### src/design/bmpb_pkg.sv
// Package: shared types and constants of the BLE-MIDI packet builder.
`timescale 1ns / 1ps
package bmpb_pkg;

  localparam int TIME_W = 13;
  localparam int BYTE_W = 8;
  localparam int KIND_W = 2;
  localparam int FIFO_DEPTH = 2;

  localparam logic [BYTE_W-1:0] MARK_BIT = 8'h80;

  localparam logic ACT_ENQUEUE = 1'b0;
  localparam logic ACT_EMIT = 1'b1;

  typedef enum logic [KIND_W-1:0] {
    KIND_ACCEPTED = 2'd0,
    KIND_REJECTED = 2'd1,
    KIND_BYTE     = 2'd2,
    KIND_EMPTY    = 2'd3
  } kind_t;

  typedef enum logic [1:0] {
    CMD_ACCEPTED = 2'd0,
    CMD_REJECTED = 2'd1,
    CMD_EMPTY    = 2'd2,
    CMD_EMIT     = 2'd3
  } cmd_t;

  typedef enum logic [2:0] {
    B_IDLE,
    B_HEADER,
    B_MSG,
    B_STATUS,
    B_DATA1,
    B_DATA2
  } back_state_t;

  typedef struct packed {
    logic [TIME_W-1:0] stamp;
    logic [BYTE_W-1:0] status;
    logic [BYTE_W-1:0] d1;
    logic [BYTE_W-1:0] d2;
  } msg_entry_t;

  typedef struct packed {
    logic       en;
    msg_entry_t data;
  } wr_req_t;

  typedef struct packed {
    logic done;
  } back_status_t;

endpackage

### src/design/bmpb_in_if.sv
// Interface: input item channel (action and one MIDI message).
`timescale 1ns / 1ps
interface bmpb_in_if;
  logic        valid;
  logic        ready;
  logic        action;
  logic [12:0] timestamp_ms;
  logic [7:0]  status_byte;
  logic [7:0]  data_first;
  logic [7:0]  data_second;

  modport source (output valid, action, timestamp_ms, status_byte, data_first, data_second,
                  input ready);
  modport sink (input valid, action, timestamp_ms, status_byte, data_first, data_second,
                output ready);
endinterface

### src/design/bmpb_out_if.sv
// Interface: result item channel (kind, packet byte, last flag).
`timescale 1ns / 1ps
interface bmpb_out_if;
  logic       valid;
  logic       ready;
  logic [1:0] result_kind;
  logic [7:0] packet_byte;
  logic       last_byte;

  modport source (output valid, result_kind, packet_byte, last_byte, input ready);
  modport sink (input valid, result_kind, packet_byte, last_byte, output ready);
endinterface

### src/design/bmpb_front.sv
// Front end: accepts items, checks queue fill, writes messages, issues commands.
`timescale 1ns / 1ps
module bmpb_front #(
  parameter int QUEUE_DEPTH = 16,
  localparam int IDX_W = $clog2(QUEUE_DEPTH)
) (
  input  logic                  clk,
  input  logic                  rst,
  bmpb_in_if.sink               msg_in,
  input  logic [IDX_W-1:0]      read_index,
  input  bmpb_pkg::back_status_t back_stat,
  input  logic                  fifo_full,
  output logic                  push,
  output bmpb_pkg::cmd_t        push_cmd,
  output bmpb_pkg::wr_req_t     wr,
  output logic [IDX_W-1:0]      wr_addr
);

  logic [IDX_W-1:0] write_index;
  logic [IDX_W-1:0] write_index_next;
  logic [IDX_W-1:0] write_wrap;
  logic             emit_busy;
  logic             accept;
  logic             q_full;
  logic             q_empty;

  assign write_wrap = (write_index == IDX_W'(QUEUE_DEPTH - 1)) ? '0 : write_index + 1'b1;
  assign q_full  = (write_wrap == read_index);
  assign q_empty = (write_index == read_index);

  // Hold new items while a packet drains (the read index is moving) or while the command queue is full.
  assign msg_in.ready = !emit_busy && !fifo_full;
  assign accept = msg_in.valid && msg_in.ready;

  assign wr_addr = write_index;

  always_comb begin
    push = accept;
    push_cmd = bmpb_pkg::CMD_ACCEPTED;
    wr.en = 1'b0;
    wr.data.stamp = msg_in.timestamp_ms;
    wr.data.status = msg_in.status_byte;
    wr.data.d1 = msg_in.data_first;
    wr.data.d2 = msg_in.data_second;
    write_index_next = write_index;
    if (accept) begin
      if (msg_in.action == bmpb_pkg::ACT_ENQUEUE) begin
        if (q_full) begin
          push_cmd = bmpb_pkg::CMD_REJECTED;
        end else begin
          push_cmd = bmpb_pkg::CMD_ACCEPTED;
          wr.en = 1'b1;
          write_index_next = write_wrap;
        end
      end else begin
        push_cmd = q_empty ? bmpb_pkg::CMD_EMPTY : bmpb_pkg::CMD_EMIT;
      end
    end
  end

  always_ff @(posedge clk) begin
    if (rst) begin
      write_index <= '0;
      emit_busy <= 1'b0;
    end else begin
      write_index <= write_index_next;
      if (accept && msg_in.action == bmpb_pkg::ACT_EMIT && !q_empty) begin
        emit_busy <= 1'b1;
      end else if (back_stat.done) begin
        emit_busy <= 1'b0;
      end
    end
  end

endmodule

### src/design/bmpb_cmd_fifo.sv
// Two-entry command queue between the front end and the packet back end.
`timescale 1ns / 1ps
module bmpb_cmd_fifo (
  input  logic           clk,
  input  logic           rst,
  input  logic           push,
  input  bmpb_pkg::cmd_t push_cmd,
  input  logic           pop,
  output bmpb_pkg::cmd_t pop_cmd,
  output logic           full,
  output logic           empty
);

  localparam int PTR_W = $clog2(bmpb_pkg::FIFO_DEPTH);

  bmpb_pkg::cmd_t   entries [bmpb_pkg::FIFO_DEPTH];
  logic [PTR_W-1:0] wr_ptr;
  logic [PTR_W-1:0] rd_ptr;
  logic [PTR_W:0]   fill;

  assign full = (fill == (PTR_W + 1)'(bmpb_pkg::FIFO_DEPTH));
  assign empty = (fill == '0);
  assign pop_cmd = entries[rd_ptr];

  always_ff @(posedge clk) begin
    if (push) begin
      entries[wr_ptr] <= push_cmd;
    end
  end

  always_ff @(posedge clk) begin
    if (rst) begin
      wr_ptr <= '0;
      rd_ptr <= '0;
      fill <= '0;
    end else begin
      if (push) begin
        wr_ptr <= wr_ptr + 1'b1;
      end
      if (pop) begin
        rd_ptr <= rd_ptr + 1'b1;
      end
      case ({push, pop})
        2'b10:   fill <= fill + 1'b1;
        2'b01:   fill <= fill - 1'b1;
        default: fill <= fill;
      endcase
    end
  end

endmodule

### src/design/bmpb_back.sv
// Back end: message memory, packet sequencer and output register.
`timescale 1ns / 1ps
module bmpb_back #(
  parameter int QUEUE_DEPTH = 16,
  parameter int PACKET_BYTES = 20,
  localparam int IDX_W = $clog2(QUEUE_DEPTH),
  localparam int CNT_W = $clog2(PACKET_BYTES + 1)
) (
  input  logic                   clk,
  input  logic                   rst,
  input  bmpb_pkg::wr_req_t      wr,
  input  logic [IDX_W-1:0]       wr_addr,
  input  logic                   cmd_avail,
  input  bmpb_pkg::cmd_t         cmd,
  output logic                   pop,
  output logic [IDX_W-1:0]       read_index,
  output bmpb_pkg::back_status_t back_stat,
  bmpb_out_if.source             res_out
);

  localparam int FILL_LIMIT = PACKET_BYTES - 4;

  bmpb_pkg::msg_entry_t mem [QUEUE_DEPTH];
  bmpb_pkg::msg_entry_t rd_data;

  bmpb_pkg::back_state_t state;
  bmpb_pkg::back_state_t state_next;

  logic [IDX_W-1:0] read_index_next;
  logic [IDX_W-1:0] read_wrap;
  logic [CNT_W-1:0] count;
  logic [CNT_W-1:0] count_inc;

  logic [bmpb_pkg::BYTE_W-1:0] prev_status;
  logic [bmpb_pkg::TIME_W-1:0] prev_time;
  logic                        prev_valid;

  logic                        out_valid;
  bmpb_pkg::kind_t             out_kind;
  logic [bmpb_pkg::BYTE_W-1:0] out_byte;
  logic                        out_last;

  logic                        can_load;
  logic                        match;
  logic                        pkt_end;
  logic                        load;
  bmpb_pkg::kind_t             load_kind;
  logic [bmpb_pkg::BYTE_W-1:0] load_byte;
  logic                        load_last;
  logic                        adv;
  logic                        clr_prev;

  assign can_load = !out_valid || res_out.ready;
  assign match = prev_valid && (prev_status == rd_data.status) && (prev_time == rd_data.stamp);
  assign read_wrap = (read_index == IDX_W'(QUEUE_DEPTH - 1)) ? '0 : read_index + 1'b1;
  assign count_inc = count + 1'b1;
  // Close the packet when the queue runs dry or no room is left for a full message.
  assign pkt_end = (read_wrap == wr_addr) || (count_inc > CNT_W'(FILL_LIMIT));
  assign read_index_next = adv ? read_wrap : read_index;

  always_comb begin
    state_next = state;
    case (state)
      bmpb_pkg::B_IDLE: begin
        if (cmd_avail && can_load && cmd == bmpb_pkg::CMD_EMIT) begin
          state_next = bmpb_pkg::B_HEADER;
        end
      end
      bmpb_pkg::B_HEADER: begin
        if (can_load) state_next = bmpb_pkg::B_MSG;
      end
      bmpb_pkg::B_MSG: begin
        if (can_load) state_next = match ? bmpb_pkg::B_DATA2 : bmpb_pkg::B_STATUS;
      end
      bmpb_pkg::B_STATUS: begin
        if (can_load) state_next = bmpb_pkg::B_DATA1;
      end
      bmpb_pkg::B_DATA1: begin
        if (can_load) state_next = bmpb_pkg::B_DATA2;
      end
      bmpb_pkg::B_DATA2: begin
        if (can_load) state_next = pkt_end ? bmpb_pkg::B_IDLE : bmpb_pkg::B_MSG;
      end
      default: state_next = bmpb_pkg::B_IDLE;
    endcase
  end

  always_comb begin
    load = 1'b0;
    load_kind = bmpb_pkg::KIND_BYTE;
    load_byte = '0;
    load_last = 1'b0;
    pop = 1'b0;
    adv = 1'b0;
    clr_prev = 1'b0;
    back_stat.done = 1'b0;
    case (state)
      bmpb_pkg::B_IDLE: begin
        if (cmd_avail && can_load) begin
          pop = 1'b1;
          load_last = 1'b1;
          case (cmd)
            bmpb_pkg::CMD_ACCEPTED: begin
              load = 1'b1;
              load_kind = bmpb_pkg::KIND_ACCEPTED;
            end
            bmpb_pkg::CMD_REJECTED: begin
              load = 1'b1;
              load_kind = bmpb_pkg::KIND_REJECTED;
            end
            bmpb_pkg::CMD_EMPTY: begin
              load = 1'b1;
              load_kind = bmpb_pkg::KIND_EMPTY;
            end
            default: clr_prev = 1'b1;
          endcase
        end
      end
      bmpb_pkg::B_HEADER: begin
        load = can_load;
        load_byte = bmpb_pkg::MARK_BIT | {2'b00, rd_data.stamp[12:7]};
      end
      bmpb_pkg::B_MSG: begin
        load = can_load;
        // Running status: same status and time as the last message skips two bytes.
        load_byte = match ? rd_data.d1 : (bmpb_pkg::MARK_BIT | {1'b0, rd_data.stamp[6:0]});
      end
      bmpb_pkg::B_STATUS: begin
        load = can_load;
        load_byte = rd_data.status;
      end
      bmpb_pkg::B_DATA1: begin
        load = can_load;
        load_byte = rd_data.d1;
      end
      bmpb_pkg::B_DATA2: begin
        load = can_load;
        load_byte = rd_data.d2;
        load_last = pkt_end;
        adv = can_load;
        back_stat.done = can_load && pkt_end;
      end
      default: ;
    endcase
  end

  always_ff @(posedge clk) begin
    if (wr.en) begin
      mem[wr_addr] <= wr.data;
    end
    rd_data <= mem[read_index_next];
  end

  always_ff @(posedge clk) begin
    if (rst) begin
      state <= bmpb_pkg::B_IDLE;
      read_index <= '0;
      count <= '0;
      prev_status <= '0;
      prev_time <= '0;
      prev_valid <= 1'b0;
      out_valid <= 1'b0;
    end else begin
      state <= state_next;
      read_index <= read_index_next;
      if (load && state == bmpb_pkg::B_HEADER) begin
        count <= CNT_W'(1);
      end else if (load && state != bmpb_pkg::B_IDLE) begin
        count <= count_inc;
      end
      if (clr_prev) begin
        prev_valid <= 1'b0;
      end else if (adv) begin
        prev_status <= rd_data.status;
        prev_time <= rd_data.stamp;
        prev_valid <= 1'b1;
      end
      if (load) begin
        out_valid <= 1'b1;
      end else if (res_out.ready) begin
        out_valid <= 1'b0;
      end
    end
  end

  always_ff @(posedge clk) begin
    if (load) begin
      out_kind <= load_kind;
      out_byte <= load_byte;
      out_last <= load_last;
    end
  end

  assign res_out.valid = out_valid;
  assign res_out.result_kind = out_kind;
  assign res_out.packet_byte = out_byte;
  assign res_out.last_byte = out_last;

endmodule

### src/design/ble_midi_packet_builder.sv
// Top level: BLE-MIDI packet builder with message queue and packet streaming.
//
// Usage: msg_in carries one item per handshake. Action enqueue stores a
// timestamped three-byte MIDI message in a ring of QUEUE_DEPTH slots (one
// slot stays free); action emit drains the ring into one BLE-MIDI packet of
// at most PACKET_BYTES bytes, leaving what does not fit queued. res_out
// returns one result per enqueue (accepted or rejected) or per empty emit,
// and one result per packet byte for a packet, last_byte high on the final
// result of each item. Results pass through the command queue and the
// output register, a packet's header byte also through the header state;
// packet bytes follow at one per cycle while res_out.ready stays high.
// Throughput: enqueues run at one item per cycle through the two-entry
// command queue while res_out.ready is high; a non-empty emit holds msg_in
// until the back end loads its last byte into the output register.
// Reset: rst clears both ring indices (queue empty), the command queue and
// the output valid flag; memory contents need no clearing.
// Stall: when res_out.ready is low the output register holds its result,
// the command queue fills and msg_in.ready drops.
`timescale 1ns / 1ps
module ble_midi_packet_builder #(
  parameter int QUEUE_DEPTH = 16,
  parameter int PACKET_BYTES = 20
) (
  input logic        clk,
  input logic        rst,
  bmpb_in_if.sink    msg_in,
  bmpb_out_if.source res_out
);

  localparam int IDX_W = $clog2(QUEUE_DEPTH);

  logic [IDX_W-1:0]       read_index;
  logic [IDX_W-1:0]       wr_addr;
  bmpb_pkg::back_status_t back_stat;
  bmpb_pkg::wr_req_t      wr;
  bmpb_pkg::cmd_t         push_cmd;
  bmpb_pkg::cmd_t         pop_cmd;
  logic                   push;
  logic                   pop;
  logic                   fifo_full;
  logic                   fifo_empty;

  bmpb_front #(
    .QUEUE_DEPTH(QUEUE_DEPTH)
  ) u_front (
    .clk       (clk),
    .rst       (rst),
    .msg_in    (msg_in),
    .read_index(read_index),
    .back_stat (back_stat),
    .fifo_full (fifo_full),
    .push      (push),
    .push_cmd  (push_cmd),
    .wr        (wr),
    .wr_addr   (wr_addr)
  );

  bmpb_cmd_fifo u_fifo (
    .clk     (clk),
    .rst     (rst),
    .push    (push),
    .push_cmd(push_cmd),
    .pop     (pop),
    .pop_cmd (pop_cmd),
    .full    (fifo_full),
    .empty   (fifo_empty)
  );

  bmpb_back #(
    .QUEUE_DEPTH (QUEUE_DEPTH),
    .PACKET_BYTES(PACKET_BYTES)
  ) u_back (
    .clk       (clk),
    .rst       (rst),
    .wr        (wr),
    .wr_addr   (wr_addr),
    .cmd_avail (!fifo_empty),
    .cmd       (pop_cmd),
    .pop       (pop),
    .read_index(read_index),
    .back_stat (back_stat),
    .res_out   (res_out)
  );

endmodule

### src/flat_wrapper.sv
// flat-port wrapper written by rule: the top's interface ports become plain ports
module ble_midi_packet_builder_flat 
#(
  parameter int QUEUE_DEPTH = 16,
  parameter int PACKET_BYTES = 20
)
  (clk, rst, msg_in_valid, msg_in_action, msg_in_timestamp_ms, msg_in_status_byte, msg_in_data_first, msg_in_data_second, msg_in_ready, res_out_valid, res_out_result_kind, res_out_packet_byte, res_out_last_byte, res_out_ready);
  bmpb_in_if msg_in_i ();
  bmpb_out_if res_out_i ();
  input logic clk;
  input logic rst;
  input wire logic [$bits(msg_in_i.valid)-1:0] msg_in_valid;
  input wire logic [$bits(msg_in_i.action)-1:0] msg_in_action;
  input wire logic [$bits(msg_in_i.timestamp_ms)-1:0] msg_in_timestamp_ms;
  input wire logic [$bits(msg_in_i.status_byte)-1:0] msg_in_status_byte;
  input wire logic [$bits(msg_in_i.data_first)-1:0] msg_in_data_first;
  input wire logic [$bits(msg_in_i.data_second)-1:0] msg_in_data_second;
  output wire logic [$bits(msg_in_i.ready)-1:0] msg_in_ready;
  output wire logic [$bits(res_out_i.valid)-1:0] res_out_valid;
  output wire logic [$bits(res_out_i.result_kind)-1:0] res_out_result_kind;
  output wire logic [$bits(res_out_i.packet_byte)-1:0] res_out_packet_byte;
  output wire logic [$bits(res_out_i.last_byte)-1:0] res_out_last_byte;
  input wire logic [$bits(res_out_i.ready)-1:0] res_out_ready;
  assign msg_in_i.valid = msg_in_valid;
  assign msg_in_i.action = msg_in_action;
  assign msg_in_i.timestamp_ms = msg_in_timestamp_ms;
  assign msg_in_i.status_byte = msg_in_status_byte;
  assign msg_in_i.data_first = msg_in_data_first;
  assign msg_in_i.data_second = msg_in_data_second;
  assign msg_in_ready = msg_in_i.ready;
  assign res_out_valid = res_out_i.valid;
  assign res_out_result_kind = res_out_i.result_kind;
  assign res_out_packet_byte = res_out_i.packet_byte;
  assign res_out_last_byte = res_out_i.last_byte;
  assign res_out_i.ready = res_out_ready;
  ble_midi_packet_builder #(.QUEUE_DEPTH(QUEUE_DEPTH), .PACKET_BYTES(PACKET_BYTES)) u_core (.clk(clk), .rst(rst), .msg_in(msg_in_i), .res_out(res_out_i));
endmodule
### config.mk
export PLATFORM = sky130hd
export DESIGN_NAME = ble_midi_packet_builder_flat
export DESIGN_NICKNAME = d
export VERILOG_FILES = /design/src/design/bmpb_pkg.sv /design/src/design/bmpb_in_if.sv /design/src/design/bmpb_out_if.sv /design/src/design/bmpb_front.sv /design/src/design/bmpb_cmd_fifo.sv /design/src/design/bmpb_back.sv /design/src/design/ble_midi_packet_builder.sv /design/src/flat_wrapper.sv
export SDC_FILE = /design/constraint.sdc
export NUM_CORES = 1
export LEC_CHECK = 0
export BUFFER_PORTS_ARGS = -buffer_cell sky130_fd_sc_hd__buf_2
export CORE_UTILIZATION = 40
export CTS_BUF_LIST = sky130_fd_sc_hd__clkbuf_4 sky130_fd_sc_hd__clkbuf_8
export CTS_CLUSTER_DIAMETER = 150
export DETAILED_ROUTE_END_ITERATION = 16
export GPL_TIMING_DRIVEN = 0
export PLACE_DENSITY = 0.6
export SKIP_CTS_REPAIR_TIMING = 1
export SYNTH_ARGS = -nofsm -noshare
export SYNTH_HDL_FRONTEND = slang
export SYNTH_SLANG_ARGS = --single-unit
export TNS_END_PERCENT = 5
### constraint.sdc
create_clock -name clk -period 5.62 [get_ports clk]
set_input_delay 0.843 -clock clk [delete_from_list [all_inputs] [get_ports clk]]
set_output_delay 0.843 -clock clk [all_outputs]
set_load 0.1 [all_outputs]
Word-level counts from Yosys, hierarchy flattened
Memory sizes are Yosys's and may differ from the RTL's. A register that Yosys moved wholly into a read port is not among the register bits.
Cells that the tools add are included.
Operators by class
  bitwise operators: 3
  shift-type cells: 0
  add/subtract/negate cells: 7
  equality and inequality tests: 24
  multipliers: 0
  order comparisons: 1
  div/mod/pow operators: 0
  muxes and demuxes: 46
  reductions and logical operators: 34
Operators by type and width (number)
  $pmux 8 s5: 1
  $mux 1: 26
  $mux 3: 7
  $pmux 3 s6: 1
  $eq 13x13->1: 1
  $eq 4x4->1: 3
  $mux 4: 3
  $ne 2x2->1 const B: 6
  $logic_and 1x1->1: 11
  $add 4x1->4 const B: 2
  $eq 2x2->1 const B: 4
  $eq 4x4->1 const B: 2
  $eq 8x8->1: 1
  $mux 8: 1
  $reduce_bool 2->1: 4
  $eq 3x2->1 const B: 2
  $eq 3x3->1 const B: 2
  $mux 2: 3
  $pmux 2 s3: 1
  $reduce_and 6->1: 1
  $add 5x1->5 const B: 1
  $gt 5x5->1 const B: 1
  $logic_not 1->1: 5
  $reduce_or 5->1: 1
  other kinds (16): 25
Word-level totals
  output and inout port bits: 13
  bits of input ports: 42
  bits in read-only memories: 0
  logic and storage cells: 133
  latch bits: 0
  memory bits (writable): 596
  memories: 2
  register bits: 55
Memory list
  u_core.u_back.mem: words 16, bits a word 37, rd ports 1, clocked after memory_dff 1, wr ports 1, RTL line bmpb_back.sv:23  | bmpb_pkg::msg_entry_t mem [QUEUE_DEPTH];
  u_core.u_fifo.entries: words 2, bits a word 2, rd ports 1, clocked after memory_dff 1, wr ports 1, RTL line bmpb_cmd_fifo.sv:16  | bmpb_pkg::cmd_t entries [bmpb_pkg::FIFO_DEPTH];

Longest topological paths before layout
Gate-level depths: netlist of run 1.
  word-level depth: 8
  mapped depth: 10
  depth with buffers taken out: 8

Modules after synthesis
From an unflattened synthesis of run 1, not the netlist that was laid out.
Second synthesis, totals
  cells, all modules: 1710
  area, all modules: 27128.5 um^2
Modules (own cells, without submodules)
  bmpb_back: area an instance 26095.0 um^2, cells each 1600, instances 1, seq. area each 19548.7 um^2
  bmpb_front: area an instance 681.9 um^2, cells each 81, instances 1, seq. area each 100.1 um^2
  bmpb_cmd_fifo: area an instance 347.8 um^2, cells each 28, instances 1, seq. area each 220.2 um^2
  ble_midi_packet_builder: area an instance 3.8 um^2, cells each 1, instances 1, seq. area each 0.0 um^2

Least setup slack after synthesis of run 1
No wires, ideal clock.
  path type: input port to flip-flop
  start point: in msg_in_valid
  end point: mem u_core.u_back.mem[3][0] (netlist name), enable pin
  arrival: 5.167 ns
  setup slack: -0.071 ns
  path buffers: 1
  data required time: 5.096 ns
  library setup time: 0.524 ns
  stages: 6
  path through: inv_1 > a211o_1 > clkbuf_1 > nor2_1 > nand2_1 > nor4_1
On the way
  longest elaborated chain between the ends: 4
RTL lines
  start, declared: RTL line flat_wrapper.sv:12  | input wire logic [$bits(msg_in_i.valid)-1:0] msg_in_valid;
  $logic_and 1x1->1: RTL line bmpb_front.sv:33  | assign accept = msg_in.valid && msg_in.ready;
  $mux 1: RTL line bmpb_front.sv:46  | if (accept) begin
  $mux 1: RTL line bmpb_back.sv:148  | if (wr.en) begin
  $mux 1 (implied by the code): RTL line bmpb_back.sv:149  | mem[wr_addr] <= wr.data;
  end, declared: RTL line bmpb_back.sv:23
Every way passes these cells.

Worst setup path after layout of run 1
  start point: reg u_core.u_front.write_index[1], in the netlist u_core.u_front.wr_addr[1]
  end point: mem u_core.u_back.mem[0][21] (netlist name), enable pin
On the way
  longest elaborated chain between the ends: 8
  elaborated cells between the ends (all ways): 9
  classes of those cells: 1 x add/sub; 2 x eq/ne; 6 x mux
RTL lines
  start, declared: RTL line bmpb_front.sv:19  | logic [IDX_W-1:0] write_index;
  start signal, assigned: RTL line bmpb_front.sv:66  | write_index <= write_index_next;
  $add 4x1->4 / $eq 4x4->1 (equally long branches): RTL line bmpb_front.sv:27  | assign write_wrap = (write_index == IDX_W'(QUEUE_DEPTH - 1)) ? '0 : write_index + 1'b1;
  $mux 4: RTL line bmpb_front.sv:27
  $eq 4x4->1: RTL line bmpb_front.sv:28  | assign q_full = (write_wrap == read_index);
  $mux 1: RTL line bmpb_front.sv:48  | if (q_full) begin
  $mux 1: RTL line bmpb_front.sv:47  | if (msg_in.action == bmpb_pkg::ACT_ENQUEUE) begin
  $mux 1: RTL line bmpb_front.sv:46
  $mux 1: RTL line bmpb_back.sv:148
  $mux 1 (implied by the code): RTL line bmpb_back.sv:149
Several ways; a longest one is shown, not always the timed one.

==> impl_metrics.toml, run 1 <==
[setup_path]
critPathCaptureType = "flop"
cp.arrival_ns = 4.17
crit_start = "u_core.u_front.wr_addr[1]"
cpPeakStageDelay_ns = 0.71
reg2reg_depth = 9
cp_max_fo = 20
cp_cell_sequence = "ha_1, a21oi_1, o21a_1, o21ai_0, a21oi_2, nor3_1, clkbuf_1, and3_2, buf_12"
cp-start-kind = "flop"
worstPathRequired_ns = 6.02
crit_family = "simple AND/OR/NAND/NOR gates"
regToRegEndpoint = "u_core.u_back.mem[0][21]"
crit_path_top_delay_cell = "and3_2"
path_buf_inv = 2
r2r-start = "u_core.u_front.wr_addr[1]"
path_class = "flop to flop"
r2r_setup_slack_ns = 1.85

[pwr]
p_per_area_nw_per_um2 = 368
peakVddDrop_uv = 254
p_leak_nw = 10.2
power.total_w = 0.0114

[clock_tree]
cts_buffers = 111
h-tree-depth = 3
root_buffer = "clkbuf_8"
path_clk_slew_ns = 0.06
clkLatencyLatePin_ns = 0.73
cts_tree = "yes"
cts_buffer_depth = 3
cts_sinks = 689

[grt]
gr-total-overflow = 0
grt_pass1_wl_um = 108000
antenna_found_initial = 5
grt.total_usage = 0.216
grt_max_degree = 27
grt_pass1_vias = 16600

[placed_design]
gp_congestion = 0.883
pre_cts_ws_ns = 1.57
hpwl_um = 48600
io_buffer_count = 54

[detailed_routing]
antenna_left = 0
vias = 16700
viasPerCell = 5.81
initialDrtViolationCount = 1776
drc = 1
firstDrtPassIters = 14
drt_wl_total_um = 73400
avgRoutedWirePerCell_um = 25.5

[cells_and_area]
drive_above_1_share = 0.183
seq_area_um2 = 19900
area_delta_synth_final_pct = 15.7
multi_input_area_um2 = 6390
nNetsFinal = 1969
fillerInstances = 5701

[yosys]
synth_seq_cells = 689
postSynthAreaPerCell_um2 = 15.6
synth_top_area_frac = 0.678
syn-cell-area_um2 = 26900
synthCells = 1726
synthFlopType = "edfxtp_1"
synth_nets = 1776
yosysUniqueCellTypes = 63
synth_top_area_cell = "edfxtp_1"
synthArstFlopShare = 0
yosysSeqAreaShare = 0.739
yosysWarnings = 0
synth.area.top_cells = "edfxtp_1 (68%), dfxtp_1 (6.1%), mux4_2 (3.2%), o221ai_1 (2.6%), a211oi_1 (2.2%)"
synth-edff-count = 607

[floorplan]
die-area_um2 = 68200
row_count = 94
core-area_um2 = 66100
die_h_um = 261
die_x_um = 261
ioPinCount = 55
start_util = 0.407

[sta]
finClkSkew_ns = 0.0348
hold_slack_ns = 0.464
worstMarginPinSlew_ns = 1.32
setup_viol_count_final = 0
relSlewSlack = 0.118
drv_slew = 0
rsz0062_at_grt = "false"
post-route-min-period_ns = 3.77
period_share = 0.672
max_freq_mhz = 265
worst_slack_ns = 1.85
setup_tns_ns = 0
finalHoldViolCount = 0

[worst_hold_path]
holdCritPathClass = "flop to flop"
min_path_cells = 2
min_from = "u_core.u_back.prev_time[7]"
whs_endpoint = "u_core.u_back.prev_time[7]"

[job]
cap_viol_max_count = 0

[outcome]
violations = "design-rule violations"
status = "complete, but fails checks"
## final cells by class
| cell class | instances | area share |
|---|---|---|
| Antenna cell | 1 | 0.0000805 |
| Buffer | 126 | 0.0173 |
| Clock buffer | 163 | 0.0647 |
| Clock inverter | 45 | 0.0137 |
| Inverter | 30 | 0.00362 |
| Multi-Input combinational cell | 881 | 0.205 |
| Sequential cell | 689 | 0.639 |
| Tap cell | 864 | 0.0348 |
| Timing Repair Buffer | 80 | 0.0216 |
## through the flow
step	cells	utilization	cell area, um2
final	2879	0.471	31100
after global placement	2644	0.427	28200
after global routing	2879	0.471	31100
after floorplan	1726	-	26900
after CTS	2878	0.471	31100
after detailed placement	2670	0.434	28700
## synth_stat cells (2+ instances only)
cell type and n:
a211o_1 38, a211oi_1 78, a21o_1 2, a21oi_1 33, a311oi_1 2, a31oi_1 39, a32oi_1 38, and2_1 42
and3_1 87, buf_1 9, buf_2 27, buf_6 4, clkbuf_1 86, dfxtp_1 82, edfxtp_1 607, ha_1 8
inv_1 29, mux2_1 2, mux2_2 2, mux2i_1 8, mux2i_2 2, mux4_2 38, nand2_1 146, nand3_1 40
nand4_1 10, nor2_1 37, nor2b_1 4, nor3_1 3, nor4_1 5, nor4b_1 2, o211ai_1 3, o21a_1 3
o21ai_0 17, o21ba_2 2, o221ai_1 81, o22ai_1 38, o31ai_1 4, or3_1 5, xnor2_1 23, xor2_1 17
## cell usage in the layout, fill, tap and decap left out, drive strengths merged, types with 39 or more instances in the layout
master	n
dfxtp	82
nand2	147
and3	87
a31oi	39
nand3	41
o221ai	81
edfxtp	607
a211oi	78
buf	120
and2	42
clkbuf	249
## report_power, final
| part | switching, W | internal (W) | total, W | leakage [nW] |
|---|---|---|---|---|
| logic | 0.000711 | 0.000224 | 0.000934 | 2.81 |
| clock network | 0.00199 | 0.00267 | 0.00466 | 1.28 |
| registers | 0.0000913 | 0.00576 | 0.00585 | 6.15 |
## worst min-delay path: stages (launching register included)
cell     delay (ns)
dfxtp_1        0.31
nand2_1        0.05
a21oi_1        0.05
## metal layers
layer | wire, um | track usage | part of all wire | vias up
li1 | - | - | - | 7311
met1 | 31000 | 0.295 | 0.42 | 8518
met2 | 35000 | 0.349 | 0.48 | 752
met3 | 5890 | 0.0428 | 0.080 | 140
met4 | 1610 | 0.0643 | 0.022 | 4
met5 | 21 | 0 | 0.00029 | -
## how the worst max path moves through the flow
stage | slack [ns] | to | depth (start not counted)
2_1_floorplan | -0.07 | u_core.u_back.mem[3][0] | 6
3_3_place_gp | -4.79 | u_core.u_back.mem[7][20] | 7
3_5_place_dp | 1.57 | u_core.u_back.rd_data[27] | 9
4_1_cts | 1.89 | u_core.u_back.mem[0][21] | 9
5_1_grt | 1.64 | u_core.u_back.mem[0][21] | 9
6_report | 1.85 | u_core.u_back.mem[0][21] | 9
## cell families after synthesis
family | share of synthesized area
xor+xnor | 0.0130
buf+inv | 0.0242
compound gates | 0.109
fa+ha+maj | 0.00372
mux | 0.0375
simple gates | 0.0730
flops | 0.739
## sequential cells by signal (all words and copies together) (netlist names), 2 cells and up, named ones only
signal and count:
u_core.u_front.wr_addr 4, u_core.u_back.read_index 4, u_core.u_back.prev_status 8, u_core.u_back.rd_data 37
u_core.u_back.state 3, u_core.u_back.res_out.result_kind 2, u_core.u_back.count 5, u_core.u_fifo.fill 2
u_core.u_fifo.entries 4, u_core.u_back.res_out.packet_byte 8, u_core.u_back.mem 592, u_core.u_back.prev_time 13
No activity file was read; power rests on OpenSTA's default activity.
==> run 2: changes to the inputs <==
ABC_AREA = 1   (was default)
PLACE_DENSITY = 0.58   (was 0.6)
clock period = 3.5 ns   (was 5.62 ns; I/O delays follow)
==> run 2 against run 1 <==
  * Maximum frequency rose by 10%
  * Clock power rose by 46%
  * Setup slack got worse by 1.8 ns
  * The run now ends clean
  * Sequential share of layout area fell by 2.6 points
  * Largest cell class unchanged
==> impl_metrics.toml, run 2 <==
[yosys]
synth_top_area_frac = 0.646
synthTopCellsByCount = "edfxtp_1 (607), nand2_1 (542), inv_1 (325)"
yosysSeqAreaShare = 0.705
yosysWarnings = 0
synth-simple-area-share = 0.134
synth.area.top_cells = "edfxtp_1 (65%), nand2_1 (7.2%), o211ai_1 (7.0%), dfxtp_1 (5.8%), nand3_1 (4.9%)"
synthArstFlopShare = 0
synth_compound_area_frac = 0.0874
synth_top_area_cell = "edfxtp_1"
synthMuxAreaShare = 0.000399
synth-edff-count = 607
synth_xor_area_frac = 0.00373
synthFlopType = "edfxtp_1"
synth_top_family_by_area = "simple AND/OR/NAND/NOR gates"
synth_seq_cells = 689
yosysUniqueCellTypes = 33
yosys.cell_count.top_type = "edfxtp_1"
syn-cell-area_um2 = 28200
synth_fa_ha_area_frac = 0.00355
postSynthAreaPerCell_um2 = 11.6
synthCells = 2426
synth_nets = 2476

[setup_path]
cpPeakStageDelay_ns = 0.60
critPathCaptureType = "flop"
critPathMostFrequentCell = "nand2_1"
r2r_setup_slack_ns = 0.08
cp_cell_sequence = "ha_1, nand2_1, nand2_1, nand2_1, o21ai_1, buf_4, clkbuf_1, nand3_1, nand3_1, nand2_1"
regToRegEndpoint = "u_core.u_back.rd_data[24]"
cp-start-kind = "flop"
worstPathRequired_ns = 4.04
cp_max_fo = 11
crit_path_top_delay_cell = "o21ai_1"
reg2reg_depth = 10
r2r-start = "u_core.u_back.read_index[0]"
path_class = "flop to flop"
cp.arrival_ns = 3.96

[detailed_routing]
avgRoutedWirePerCell_um = 22.3
initialDrtViolationCount = 1893
drt_wl_total_um = 81200
drc = 0
antenna_left = 0
vias = 19200
viasPerCell = 5.29
firstDrtPassIters = 6

[grt]
gr-total-overflow = 0
grt_pass1_vias = 18800
grt_pass1_wl_um = 120000
antenna_found_initial = 5
grt.total_usage = 0.231
grt_max_degree = 24

[worst_hold_path]
holdCritPathClass = "input port to flop"
min_from = "msg_in_timestamp_ms[7]"
whs_endpoint = "u_core.u_back.mem[10][31]"
min_path_cells = 1

[sta]
hold_slack_ns = 0.162
relSlewSlack = 0.238
period_share = 0.976
post-route-min-period_ns = 3.42
setup_viol_count_final = 0
finalHoldViolCount = 0
max_freq_mhz = 293
rsz0062_at_grt = "true"
drv_slew = 0
finClkSkew_ns = 0.0431
worstMarginPinSlew_ns = 1.13

[cells_and_area]
final_cell_mix = "edfxtp_1 (607), nand2_1 (542), inv_1 (325)"
mostFrequentLayoutCell = "edfxtp_1"
top_register = "u_core.u_back.mem"
drive_above_1_share = 0.145
largest_register_ffs = 592
reg_top3 = "u_core.u_back.mem x592, u_core.u_back.rd_data x37, u_core.u_back.prev_time x13"
multi_input_area_um2 = 6580
fin_area_um2 = 32400
nNetsFinal = 2665
postLayoutCoreUtil = 0.468
area_delta_synth_final_pct = 14.9
seq_area_um2 = 19900
fillerInstances = 6339

[clock_tree]
cts_sinks = 689
h-tree-depth = 3
path_clk_slew_ns = 0.06
cts_tree = "yes"
cts_buffer_depth = 3
root_buffer = "clkbuf_8"
clkLatencyLatePin_ns = 0.74
cts_buffers = 111

[floorplan]
ioPinCount = 55
die_x_um = 268
start_util = 0.408
die_h_um = 268
row_count = 96
die-area_um2 = 71600
core-area_um2 = 69200

[placed_design]
hpwl_um = 55300
placed_cell_area_um2 = 30100
io_buffer_count = 54
gp_congestion = 0.894

[pwr]
peakVddDrop_uv = 511
p_leak_nw = 12.7
p_per_area_nw_per_um2 = 555

[outcome]
status = "finished clean"

[job]
cap_viol_max_count = 0
## run 2: changes by cell type in the layout (fill, tap and decap cells not counted), sizes merged, moves of 42 or more
cell    before  now
o211ai       3  263
and2        42    0
inv         32  333
and3        87    0
buf        120  182
nand2      147  545
clkbuf     249  197
a211oi      78    0
o221ai      81    0
nand3       41  278
## run 2: layer usage
layer  GRT usage  vias to the layer above  wire (um)
met1       0.315                     9375      34200
met5           0                        -          0
met3      0.0415                      171       6610
li1            -                     8869          -
met2       0.371                      818      37900
met4      0.0795                        0       2470
## run 2: metrics by stage
stage / power (W) / std cells / worst slack, ns / setup TNS [ns]
final: 0.0180 / 3634 / 0.0834 / 0
after global routing: 0.0186 / 3632 / -0.0872 / -5.49
after CTS: 0.0180 / 3627 / 0.0894 / 0
after detailed placement: 0.0113 / 3429 / -0.00110 / -0.00110
after global placement: 0.0112 / 3411 / -0.908 / -467.12
after floorplan: 0.0107 / 2426 / -0.160 / -94.67
## run 2: final cells by class
cell class	count	area share
multi-input cells	1272	0.203
clock buffers	168	0.0623
diodes	3	0.000232
clock inverters	30	0.00490
plain buffers	135	0.0197
flip-flops and latches	689	0.613
repair buffers	76	0.0224
inverters	330	0.0382
well taps	931	0.0360
## run 2: power by group
group	leakage [nW]	switching, W	total (W)	internal, W
clock network	1.17	0.00315	0.00682	0.00367
registers	6.15	0.000134	0.00941	0.00927
logic	5.37	0.00135	0.00174	0.000389
total	12.7	0.00464	0.0180	0.0133
## run 2: cells by family after synthesis
group / count (synthesis)
flops: 689
fa+ha+maj: 8
compound gates: 355
simple gates: 896
xor+xnor: 12
buf+inv: 465
mux: 1
## run 2: worst max-delay path by stage
stage                                      startpoint                   endpoint  slack [ns]  cells past startpoint
after floorplan                 u_core.u_fifo.fill[0]    u_core.u_back.mem[0][0]       -0.16                      8
after global placement      u_core.u_front.wr_addr[1]  u_core.u_back.mem[14][14]       -0.91                      9
after detailed placement                res_out_ready  u_core.u_back.rd_data[25]      -0.001                      9
after CTS                   u_core.u_front.wr_addr[2]   u_core.u_back.mem[0][22]        0.09                     10
after global routing        u_core.u_front.wr_addr[0]   u_core.u_back.mem[11][6]       -0.09                     10
final                     u_core.u_back.read_index[0]  u_core.u_back.rd_data[24]        0.08                     10
## run 2: critical path, delay by kind of cell, from the launching register on
family | cells | cell delay (ns)
DFF | 1 | 0.49
and+or+nand+nor | 6 | 0.86
AOI/OAI and AO/OA | 1 | 0.60
buffers and inverters | 2 | 1.00
adders and majority gates | 1 | 0.25
